--- config.mk ---
export PLATFORM = sky130hd
export DESIGN_NAME = tztl_ctrl
export DESIGN_NICKNAME = d
export VERILOG_FILES = /design/src/rtl/core/tztl_pkg.sv /design/src/rtl/core/tztl_ctrl.sv
export SDC_FILE = /design/constraint.sdc
export NUM_CORES = 1
export LEC_CHECK = 0
export ABC_AREA = 1
export BUFFER_PORTS_ARGS = -buffer_cell sky130_fd_sc_hd__buf_4
export CAP_MARGIN = 20
export CORE_ASPECT_RATIO = 1.25
export CORE_MARGIN = 10
export CORE_UTILIZATION = 30
export DETAILED_ROUTE_END_ITERATION = 7
export PLACE_DENSITY = 0.59
export SETUP_SLACK_MARGIN = 0.1
export SLEW_MARGIN = 15
export SYNTH_ARGS = -nofsm -noshare
export SYNTH_HDL_FRONTEND = slang
export SYNTH_SLANG_ARGS = --single-unit
--- constraint.sdc ---
create_clock -name clk -period 3.1 [get_ports clk]
set_clock_uncertainty 0.05 [all_clocks]
set_input_delay 0.31 -clock clk [delete_from_list [all_inputs] [get_ports clk]]
set_output_delay 0.31 -clock clk [all_outputs]
set_load 0.03 [all_outputs]
--- src/rtl/core/tztl_pkg.sv ---
// Shared constants, types and datapath command codes for the time zone lookup core.
package tztl_pkg;

  localparam int MAX_TYPES       = 256;
  localparam int MAX_TRANSITIONS = 1024;

  localparam int TY_AW  = (MAX_TYPES > 1) ? $clog2(MAX_TYPES) : 1;
  localparam int TR_AW  = (MAX_TRANSITIONS > 1) ? $clog2(MAX_TRANSITIONS) : 1;
  localparam int TYC_W  = $clog2(MAX_TYPES + 1);
  localparam int TRC_W  = $clog2(MAX_TRANSITIONS + 1);

  localparam int FUNC_W = 3;
  localparam int TIME_W = 63;
  localparam int OFF_W  = 18;
  localparam int IDX_W  = 8;
  localparam int CONV_W = 64;
  localparam int STAT_W = 2;

  localparam logic [FUNC_W-1:0] FUNC_LOAD   = 3'd0;
  localparam logic [FUNC_W-1:0] FUNC_APPEND = 3'd1;
  localparam logic [FUNC_W-1:0] FUNC_UTC    = 3'd2;
  localparam logic [FUNC_W-1:0] FUNC_LOCAL  = 3'd3;
  localparam logic [FUNC_W-1:0] FUNC_CLEAR  = 3'd4;

  localparam logic [STAT_W-1:0] ST_OK      = 2'd0;
  localparam logic [STAT_W-1:0] ST_NO_TYPE = 2'd1;
  localparam logic [STAT_W-1:0] ST_FULL    = 2'd2;
  localparam logic [STAT_W-1:0] ST_BAD     = 2'd3;

  localparam logic signed [OFF_W-1:0] OFF_MIN = -18'sd100000;
  localparam logic signed [OFF_W-1:0] OFF_MAX = 18'sd100000;

  typedef enum logic [4:0] {
    OP_NONE,
    OP_START,
    OP_LOAD,
    OP_APP_RD,
    OP_APP_WR,
    OP_CLEAR,
    OP_BAD,
    OP_NOTYPE,
    OP_PROBE,
    OP_STEP,
    OP_RD_A,
    OP_RD_I,
    OP_SAVE_I,
    OP_SAVE_P,
    OP_CMP1,
    OP_SAVE_PP,
    OP_CMP2,
    OP_K_TRANS,
    OP_K_ZERO,
    OP_RD_K,
    OP_FIN,
    OP_PUBLISH
  } dp_op_t;

  typedef struct packed {
    dp_op_t op;
  } dp_cmd_t;

  typedef struct packed {
    logic [FUNC_W-1:0] func;
    logic              no_types;
    logic              search_done;
    logic              lo_zero;
    logic              lo_at_end;
    logic              cmp_done;
  } dp_stat_t;

  typedef struct packed {
    logic signed [CONV_W-1:0] utc;
    logic signed [CONV_W-1:0] lcl;
    logic [IDX_W-1:0]         ty;
  } trans_ent_t;

  typedef struct packed {
    logic signed [OFF_W-1:0] off;
    logic                    dst;
    logic [IDX_W-1:0]        abb;
  } type_ent_t;

endpackage

--- src/rtl/core/tztl_ctrl.sv ---
// Controller: sequences one item through the datapath and runs the handshakes.
module tztl_ctrl (
  input  logic                clk,
  input  logic                rst,
  input  logic                in_valid,
  output logic                in_ready,
  output logic                out_valid,
  input  logic                out_ready,
  input  tztl_pkg::dp_stat_t  stat,
  output tztl_pkg::dp_cmd_t   cmd
);
  import tztl_pkg::*;

  typedef enum logic [3:0] {
    S_IDLE,
    S_DISPATCH,
    S_APP_WR,
    S_PROBE,
    S_STEP,
    S_UTC_K,
    S_L_SAVEI,
    S_L_SAVEP,
    S_L_CMP1,
    S_L_CHK,
    S_L_CMP2,
    S_RDK,
    S_FIN,
    S_DONE
  } state_t;

  state_t state;
  state_t state_next;
  logic   is_utc;

  assign in_ready = (state == S_IDLE);
  assign is_utc   = (stat.func == FUNC_UTC);

  always_comb begin
    state_next = state;
    cmd.op     = OP_NONE;
    unique case (state)
      S_IDLE: begin
        if (in_valid) begin
          cmd.op     = OP_START;
          state_next = S_DISPATCH;
        end
      end
      S_DISPATCH: begin
        state_next = S_DONE;
        priority if (stat.func == FUNC_LOAD) cmd.op = OP_LOAD;
        else if (stat.func == FUNC_APPEND) begin
          cmd.op     = OP_APP_RD;
          state_next = S_APP_WR;
        end else if (stat.func == FUNC_UTC || stat.func == FUNC_LOCAL) begin
          if (stat.no_types) cmd.op = OP_NOTYPE;
          else state_next = S_PROBE;
        end else if (stat.func == FUNC_CLEAR) cmd.op = OP_CLEAR;
        else cmd.op = OP_BAD;
      end
      S_APP_WR: begin
        cmd.op     = OP_APP_WR;
        state_next = S_DONE;
      end
      S_PROBE: begin
        priority if (!stat.search_done) begin
          cmd.op     = OP_PROBE;
          state_next = S_STEP;
        end else if (stat.lo_zero) begin
          cmd.op     = OP_K_ZERO;
          state_next = S_FIN;
        end else if (is_utc || stat.lo_at_end) begin
          cmd.op     = OP_RD_A;
          state_next = S_UTC_K;
        end else begin
          cmd.op     = OP_RD_I;
          state_next = S_L_SAVEI;
        end
      end
      S_STEP: begin
        cmd.op     = OP_STEP;
        state_next = S_PROBE;
      end
      S_UTC_K: begin
        cmd.op     = OP_K_TRANS;
        state_next = S_FIN;
      end
      S_L_SAVEI: begin
        cmd.op     = OP_SAVE_I;
        state_next = S_L_SAVEP;
      end
      S_L_SAVEP: begin
        cmd.op     = OP_SAVE_P;
        state_next = S_L_CMP1;
      end
      S_L_CMP1: begin
        cmd.op     = OP_CMP1;
        state_next = S_L_CHK;
      end
      S_L_CHK: begin
        if (stat.cmp_done) begin
          cmd.op     = OP_RD_K;
          state_next = S_FIN;
        end else begin
          cmd.op     = OP_SAVE_PP;
          state_next = S_L_CMP2;
        end
      end
      S_L_CMP2: begin
        cmd.op     = OP_CMP2;
        state_next = S_RDK;
      end
      S_RDK: begin
        cmd.op     = OP_RD_K;
        state_next = S_FIN;
      end
      S_FIN: begin
        cmd.op     = OP_FIN;
        state_next = S_DONE;
      end
      S_DONE: begin
        // hold the result until the output register frees up
        if (!out_valid || out_ready) begin
          cmd.op     = OP_PUBLISH;
          state_next = S_IDLE;
        end
      end
      default: state_next = S_IDLE;
    endcase
  end

  always_ff @(posedge clk) begin
    if (rst) begin
      state     <= S_IDLE;
      out_valid <= 1'b0;
    end else begin
      state <= state_next;
      if (cmd.op == OP_PUBLISH) out_valid <= 1'b1;
      else if (out_ready) out_valid <= 1'b0;
    end
  end

endmodule

==> results of run 1 <==
[flip-flops by register name, summed over array words and instances, names as in the netlist]
register   flops
out_valid      1
state          4
[final cells by class]
cell class | instances | share of cell area [%]
Clock buffer | 4 | 3.51
Tap cell | 19 | 3.18
Sequential cell | 5 | 13.4
Timing Repair Buffer | 18 | 18.1
Multi-Input combinational cell | 85 | 51.3
Inverter | 21 | 10.5
[cells by family after synthesis]
logic type | Yosys count | share of synthesized area, %
AND/OR/NAND/NOR | 74 | 56.9
buffers and inverters | 21 | 14.0
AO/OA/AOI/OAI | 11 | 11.3
flip-flops | 5 | 17.8
[power breakdown]
group	switching, mW	internal, mW
logic	0.364	0.196
clock network	0.0255	0.0486
registers	0.0288	0.0875
total	0.418	0.332
[layer usage]
layer | wire, um | GRT usage, % | up-vias | part of all wire, %
met5 | 0 | 0 | - | 0
met4 | 9 | 2.30 | 0 | 0.54
met3 | 118 | 3.52 | 2 | 7.1
met2 | 883 | 16.3 | 30 | 53
met1 | 659 | 8.36 | 314 | 39
li1 | - | - | 400 | -
[worst reg2reg max path: cells and delay by family (launching register included)]
family | cells | cell delay [ps]
flip-flops | 1 | 380
buffers and inverters | 2 | 130
AND/OR/NAND/NOR | 7 | 720
[synthesized netlist by cell type, drive strengths merged]
cell type / n / area (sq um)
nand3b: 1 / 7.51
or2: 1 / 6.26
o211ai: 1 / 7.51
nand4: 5 / 31.3
a21oi: 3 / 15.0
nand2: 29 / 109
o21ai: 3 / 15.0
o21bai: 1 / 7.51
inv: 21 / 78.8
nor4: 1 / 6.26
dfxtp: 5 / 100
nand3: 11 / 55.1
nor2: 24 / 95.1
nor3: 2 / 10.0
a31oi: 2 / 12.5
o22ai: 1 / 6.26
[path summary, 6_finish.rpt]
kind                                             start                      to  slack, ps  cells after the start
worst max-delay path             state[0]$_SDFFE_PP0P_                  cmd[3]       1200                      6
worst min-delay path                               rst   state[2]$_SDFFE_PP0P_        210                      2
worst max register to register   state[0]$_SDFFE_PP0P_   state[3]$_SDFFE_PP0P_       1730                      9
worst min register to register  out_valid$_SDFFE_PP0P_  out_valid$_SDFFE_PP0P_        450                      2
==> results.txt, run 1 <==
Clock Sinks = 5
Final Hold Viols = 0
max_slew headroom = 82.3%
Synth Register Bits = 5
worst-margin pin slew = 263 ps
DP Area = 722 sq um
synthesized netlist cell count = 111
Worst-Skew Late Latency = 240 ps
hold_buf cts = 0
H-tree depth = 1
Avg Vias per Cell = 4.91
Pwr per Cell Area = 1000 mW/mm^2
synthesized area = 563 sq um
Slowest-stage cell, CP = dfxtp_1
maxcap violations = 0
CP required = 2740 ps
Routed wire per std cell = 11.0 um
Register Area = 100 sq um
synthesis-to-finish area growth = 32.9%
worst-path cell chain = inv_1 -> nand2_1 -> nor2_1 -> nor3_1 -> nand3b_1 -> buf_4
area of the multi-input gates = 384 sq um
minimum clock period = 1900 ps
unrepaired setup endpoints after global routing = false
syn avg cell area = 5.07 sq um
fin area = 748 sq um
Slew Limit Fails = 0
largest net degree at the start of global routing = 7
gr ovfl total = 0
DIE AREA = 0.00402 sq mm
clk slew on worst S/H paths = 40 ps
Tot GR Track Use = 8.61%
DP Cell Count = 148
CTS tree = done
root buffer cell = clkbuf_4
die height = 68.4 um
post_cts resized = 0
final cell count without fillers = 152
most frequent cells in the layout = 29 x nand2_1, 22 x nor2_1, 20 x inv_1, 18 x buf_4, 11 x nand3_1
leading cell type in the layout, fill and taps excluded = nand2_1
Placement Rows = 17
static leakage = 0.435 nW
Critical Path Max Stage Delay = 380 ps
final HPWL from detailed placement = 1.47 mm
share of the yosys chip area belonging to registers = 17.8%
Worst EP arrival = 1540 ps
Starting Density = 31.9%
share of cells above drive strength 1 = 18.8%
crit end category = output pin
vias post-DR = 746
crit start category = flip-flop
final wirelength = 1.67 mm
cts bufs inserted = 3
Yosys cell types = 18
crit share post-route = 61.3%
vias in the first global route = 707
Syn Nets = 123
post-CTS setup buffer count = 0
Final nets = 146
crit path buf inv count = 2
Min-Delay Path Class = in2reg
initial drt markers = 17
final setup margin = 1200 ps
maximum clock rate = 527 MHz
antenna cells = 0
initial antenna violation count = 0
Total Power = 750 uW
first-pass GRT wire length = 2.77 mm
Layout Utilization = 42.4%
remaining antenna violation count after routing = 0
Hold Slack = 214 ps
final setup violation count = 0
synth warn = 0
Crit Path Category = reg2out
TNS Setup = 0 ps
worst slack at placement = 1470 ps
# fillers = 210
Remaining DRCs = 0
die width = 58.8 um
maximum vdd drop = 0.441 mV
port bufs = 18
crit path max fanout = 5
Longest Clk Path Bufs = 2
routability congestion estimate from global placement = 0.857
Crit path max-delay family = simple AND/OR/NAND/NOR gates
drt first pass iters = 4
Core Area = 0.00177 sq mm
status = finished, final reports clean
I/O pins = 19
(Power assumes the default switching activity.)
==> run 2, diff against run 1 <==
- PLACE_DENSITY: 0.59 -> 0.61
- clock period: 3.1 -> 1.6 ns (I/O delays scaled with it)
==> results.txt, run 2 (synthesis gave the netlist of run 1 again) <==
hold_buf cts = 0
failing checks = negative setup slack
most frequent cells in the layout = 20 x nand2_1, 16 x inv_1, 16 x buf_4, 11 x nor2_1
FF-to-FF End = state[3]$_SDFFE_PP0P_
drt first pass iters = 4
Pwr per Cell Area = 2000 mW/mm^2
Final nets = 153
largest net degree at the start of global routing = 7
fin area = 0.00104 sq mm
worst slack at placement = 52.6 ps
Avg Vias per Cell = 5.21
Routed wire per std cell = 13.6 um
crit start category = flip-flop
status = finished, violations left
DIE AREA = 0.00402 sq mm
met1 usage = 10.2%
crit share post-route = 102%
synthesis-to-finish area growth = 84.9%
first-pass GRT wire length = 3.41 mm
maximum vdd drop = 1.26 mV
worst-margin pin slew = 274 ps
maximum clock rate = 612 MHz
Register Area = 115 sq um
Pint = 956 uW
max_slew headroom = 81.6%
antenna cells = 0
H-tree depth = 1
largest registers = state x4, out_valid x1
gr ovfl total = 0
Crit Path Category = reg2out
Switch Pwr = 1.13 mW
remaining antenna violation count after routing = 0
GRT Max-Usage Layer = met2
Clock Sinks = 5
final setup margin = -33.8 ps
CP required = 1390 ps
minimum clock period = 1630 ps
port bufs = 18
sw frac = 54.1%
Worst-Skew Late Latency = 240 ps
Min-Delay Path Class = in2reg
HP Start = rst
clk slew on worst S/H paths = 40 ps
cts bufs inserted = 3
Placement Rows = 17
R2R cell count = 12
final setup violation count = 2
Final Hold Viols = 0
unrepaired setup endpoints after global routing = true
Seq pwr share = 15.4%
Tot GR Track Use = 10.6%
final wirelength = 2.17 mm
root buffer cell = clkbuf_4
initial drt markers = 23
Remaining DRCs = 0
crit end category = output pin
Most flops, register = state
Reg-to-Reg Start = state[1]$_SDFFE_PP0P_
# fillers = 151
crit path max fanout = 6
initial antenna violation count = 0
met3 usage = 2.78%
area of the multi-input gates = 561 sq um
Worst Hold Depth = 2
clock power share = 6.9%
I/O pins = 19
R2R setup slack = 100 ps
vias post-DR = 828
WHS Endpoint = state[0]$_SDFFE_PP0P_
maxcap violations = 0
Comb pwr share = 77.8%
die height = 68.4 um
static leakage = 0.541 nW
Core Area = 0.00177 sq mm
max reg flops = 4
share of cells above drive strength 1 = 48.6%
Worst EP arrival = 1420 ps
leading cell type in the layout, fill and taps excluded = nand2_1
Longest Clk Path Bufs = 2
CTS tree = done
final HPWL from detailed placement = 1.55 mm
die width = 58.8 um
met2 usage = 20.7%
Slew Limit Fails = 0
vias in the first global route = 814
Starting Density = 31.9%
DP Area = 732 sq um
routability congestion estimate from global placement = 0.929
[run 2: worst max path at each step]
stage	start	endpoint	slack, ps	cells past startpoint
floorplan	state[3]$_SDFFE_PP0P_	cmd[0]	160	5
global placement	state[1]$_SDFFE_PP0P_	cmd[2]	70	6
detailed placement	state[1]$_SDFFE_PP0P_	cmd[2]	50	6
CTS	state[1]$_SDFFE_PP0P_	cmd[0]	-10	8
global route	state[1]$_SDFFE_PP0P_	cmd[0]	-120	8
finish	state[1]$_SDFFE_PP0P_	cmd[0]	-30	8
[run 2: what timing repair did]
item / 4_1_cts / 5_1_grt
gates resized for setup: 60 / 14
pin swaps: 14 / 9
setup buffers: 6 / 0
setup endpoints to repair: 5 / 7
[run 2: through the flow]
step	instances	TNS (ps)	power, mW	hold WS (ps)	util (%)
CTS	159	-31.2	1.96	47.7	55.7
detailed placement	149	0	1.35	314	41.5
floorplan	111	0	0.977	179	-
global route	159	-355	2.22	54.1	59.0
finish	159	-35.9	2.09	62.4	59.0
global placement	149	0	1.35	316	41.5
[run 2: cell type report]
class / count / share of cell area [%]
Multi-Input combinational cell: 85 / 53.8
Timing Repair Buffer: 25 / 21.3
Sequential cell: 5 / 11.1
Inverter: 21 / 9.01
Clock buffer: 4 / 2.52
Tap cell: 19 / 2.28
[run 2: critical path: stages, from the launching register on]
cell	delay, ps
dfxtp_4	410
inv_4	60
nand2_4	80
nor2_4	50
nor2_4	130
nand2_1	90
a21oi_2	100
nand4_1	100
buf_6	160
[run 2: power by group through the flow]
stage	clock network, mW	logic [mW]	registers, mW
2_1_floorplan	0	0.761	0.216
3_3_place_gp	0	1.13	0.224
3_5_place_dp	0	1.12	0.225
4_1_cts	0.152	1.50	0.312
5_1_grt	0.163	1.74	0.325
6_report	0.143	1.62	0.321
[run 2: metal layers]
layer,part of all wire [%],vias to the layer above
met1,37,383
met5,0,-
li1,-,420
met4,1.8,0
met3,3.5,5
met2,57,20
==> run 3, diff against run 2 <==
- ABC_AREA: 1 -> unset
==> results.txt, run 3 <==
status = finished, violations left
failing checks = negative setup slack
FF-to-FF End = state[0]$_SDFFE_PP0P_
Crit path max-delay family = compound AO/OA/AOI/OAI gates
Crit Path Category = reg2out
root buffer cell = clkbuf_4
top post-synthesis cells by area = dfxtp_1 17%, a21oi_1 7.5%, o21ai_0 7.5%
cts bufs inserted = 3
critical path depth in cells = 5
largest net degree at the start of global routing = 20
antenna cells = 0
Yosys cell types = 33
vias in the first global route = 767
Placement Rows = 18
gr ovfl total = 0
maximum vdd drop = 1.01 mV
Core Area = 0.00194 sq mm
synthesized netlist cell count = 88
Clock Sinks = 5
share of the yosys chip area belonging to registers = 16.7%
fraction of registers with async set/reset = 0%
clk slew on worst S/H paths = 50 ps
synth cell count leaders = 9 x a21oi_1, 9 x o21ai_0, 8 x nor2_1, 6 x nor2b_1
Synth top area share = 16.7%
Synth area leader = dfxtp_1
Worst Hold Depth = 2
max_slew headroom = 82.2%
vias post-DR = 816
TNS Setup = -48.6 ps
crit path max fanout = 2
final HPWL from detailed placement = 1.58 mm
initial antenna violation count = 0
share of cells above drive strength 1 = 47.5%
final setup margin = -46.4 ps
maximum clock rate = 607 MHz
R2R setup slack = 140 ps
worst-path cell chain = nor2b_4 -> mux2_4 -> a211o_1 -> o21ai_4 -> buf_6
R2R cell count = 7
drt first pass iters = 4
remaining antenna violation count after routing = 0
Post-synth EDFFs = 0
Syn Nets = 100
CP required = 1390 ps
Slew Limit Fails = 0
Final nets = 133
max reg flops = 4
minimum clock period = 1650 ps
crit start category = flip-flop
leading cell type in the layout, fill and taps excluded = buf_4
Remaining DRCs = 0
Starting Density = 31.0%
Slowest-stage cell, CP = dfxtp_2
crit share post-route = 103%
final wirelength = 2.15 mm
port bufs = 18
Longest Clk Path Bufs = 2
H-tree depth = 1
largest registers = state x4, out_valid x1
Most flops, register = state
Tot GR Track Use = 9.71%
I/O pins = 19
Routed wire per std cell = 15.3 um
crit path buf inv count = 1
static leakage = 0.411 nW
most frequent cells in the layout = 27 x buf_4, 8 x a21oi_1, 7 x nor2_1, 7 x buf_6, 6 x o21ai_0
synthesis-to-finish area growth = 69.2%
worst slack at placement = 125 ps
initial drt markers = 34
Worst EP arrival = 1440 ps
first-pass GRT wire length = 3.28 mm
Synth Flop Type = dfxtp_1
Avg Vias per Cell = 5.83
Min-Delay Path Class = in2reg
unrepaired setup endpoints after global routing = true
routability congestion estimate from global placement = 0.868
Worst-Skew Late Latency = 260 ps
WHS Endpoint = state[1]$_SDFFE_PP0P_
CTS tree = done
syn avg cell area = 6.82 sq um
crit end category = output pin
Final Hold Viols = 0
Critical Path Max Stage Delay = 310 ps
Reg-to-Reg Start = state[2]$_SDFFE_PP0P_
final setup violation count = 2
die width = 60.0 um
synthesized area = 601 sq um
hold_buf cts = 0
synth warn = 0
DIE AREA = 0.00420 sq mm
worst-margin pin slew = 265 ps
maxcap violations = 0
HP Start = rst
Synth Register Bits = 5
Pwr per Cell Area = 2080 mW/mm^2
die height = 70.0 um
[run 3: kinds of logic (layout without fill, tap and decap cells)]
logic type | count (synthesis) | count (layout) | synth area share (%)
simple gates | 38 | 38 | 35.6
compound gates | 35 | 35 | 38.1
buf+inv | 9 | 41 | 7.71
flops | 5 | 5 | 16.7
mux | 1 | 1 | 1.87
[run 3: repair_timing]
action,in CTS,in global routing
buffers inserted,0,6
setup endpoints to repair,6,7
pin swaps,2,5
gates cloned,0,0
gates resized for setup,16,10
[run 3: final cells by class]
type                            instances  area [sq um]
Multi-Input combinational cell         74           544
Fill cell                             176           921
Sequential cell                         5           111
Inverter                                2          7.51
Timing Repair Buffer                   35           302
Clock buffer                            4          26.3
Tap cell                               20          25.0
[run 3: worst max path at each step]
stage	end	start
floorplan	state[0]$_SDFFE_PP0P_	state[3]$_SDFFE_PP0P_
global placement	cmd[2]	state[2]$_SDFFE_PP0P_
detailed placement	cmd[2]	state[2]$_SDFFE_PP0P_
CTS	cmd[2]	out_valid$_SDFFE_PP0P_
global route	cmd[0]	state[0]$_SDFFE_PP0P_
finish	cmd[2]	out_valid$_SDFFE_PP0P_
[run 3: power breakdown]
part           internal (mW)  switching, mW  leakage, nW
combinational          0.808          0.872        0.352
clock                 0.0950         0.0630       0.0150
sequential             0.184         0.0926       0.0436
[run 3: metrics by stage]
step | cells | instance area [sq um] | hold slack (ps) | total power, mW | util, %
after floorplan | 88 | 626 | 175 | 1.14 | -
after global placement | 130 | 842 | 326 | 1.61 | 43.5
after detailed placement | 130 | 842 | 323 | 1.60 | 43.5
after CTS | 134 | 921 | 53.7 | 1.89 | 47.5
after global routing | 140 | 1020 | 59.6 | 2.25 | 52.5
final | 140 | 1020 | 60.5 | 2.11 | 52.5
[run 3: worst register-to-register path, cell delays in order, from the launching register on]
cell and delay [ps]:
dfxtp_2 330, buf_12 150, nor2_4 110, buf_6 110, buf_4 90, o21ai_0 110
a21o_1 210, a311oi_2 190
[run 3: routing by layer]
layer  routed length [um]  global-route usage [%]  part of all wire (%)  vias up
met5                    0                       0                     0        -
met4                   63                    5.50                   2.9        0
met3                  120                    2.71                   5.6        7
met2                 1110                    16.4                    52       26
met1                  849                    10.1                    40      388
li1                     -                       -                     -      395
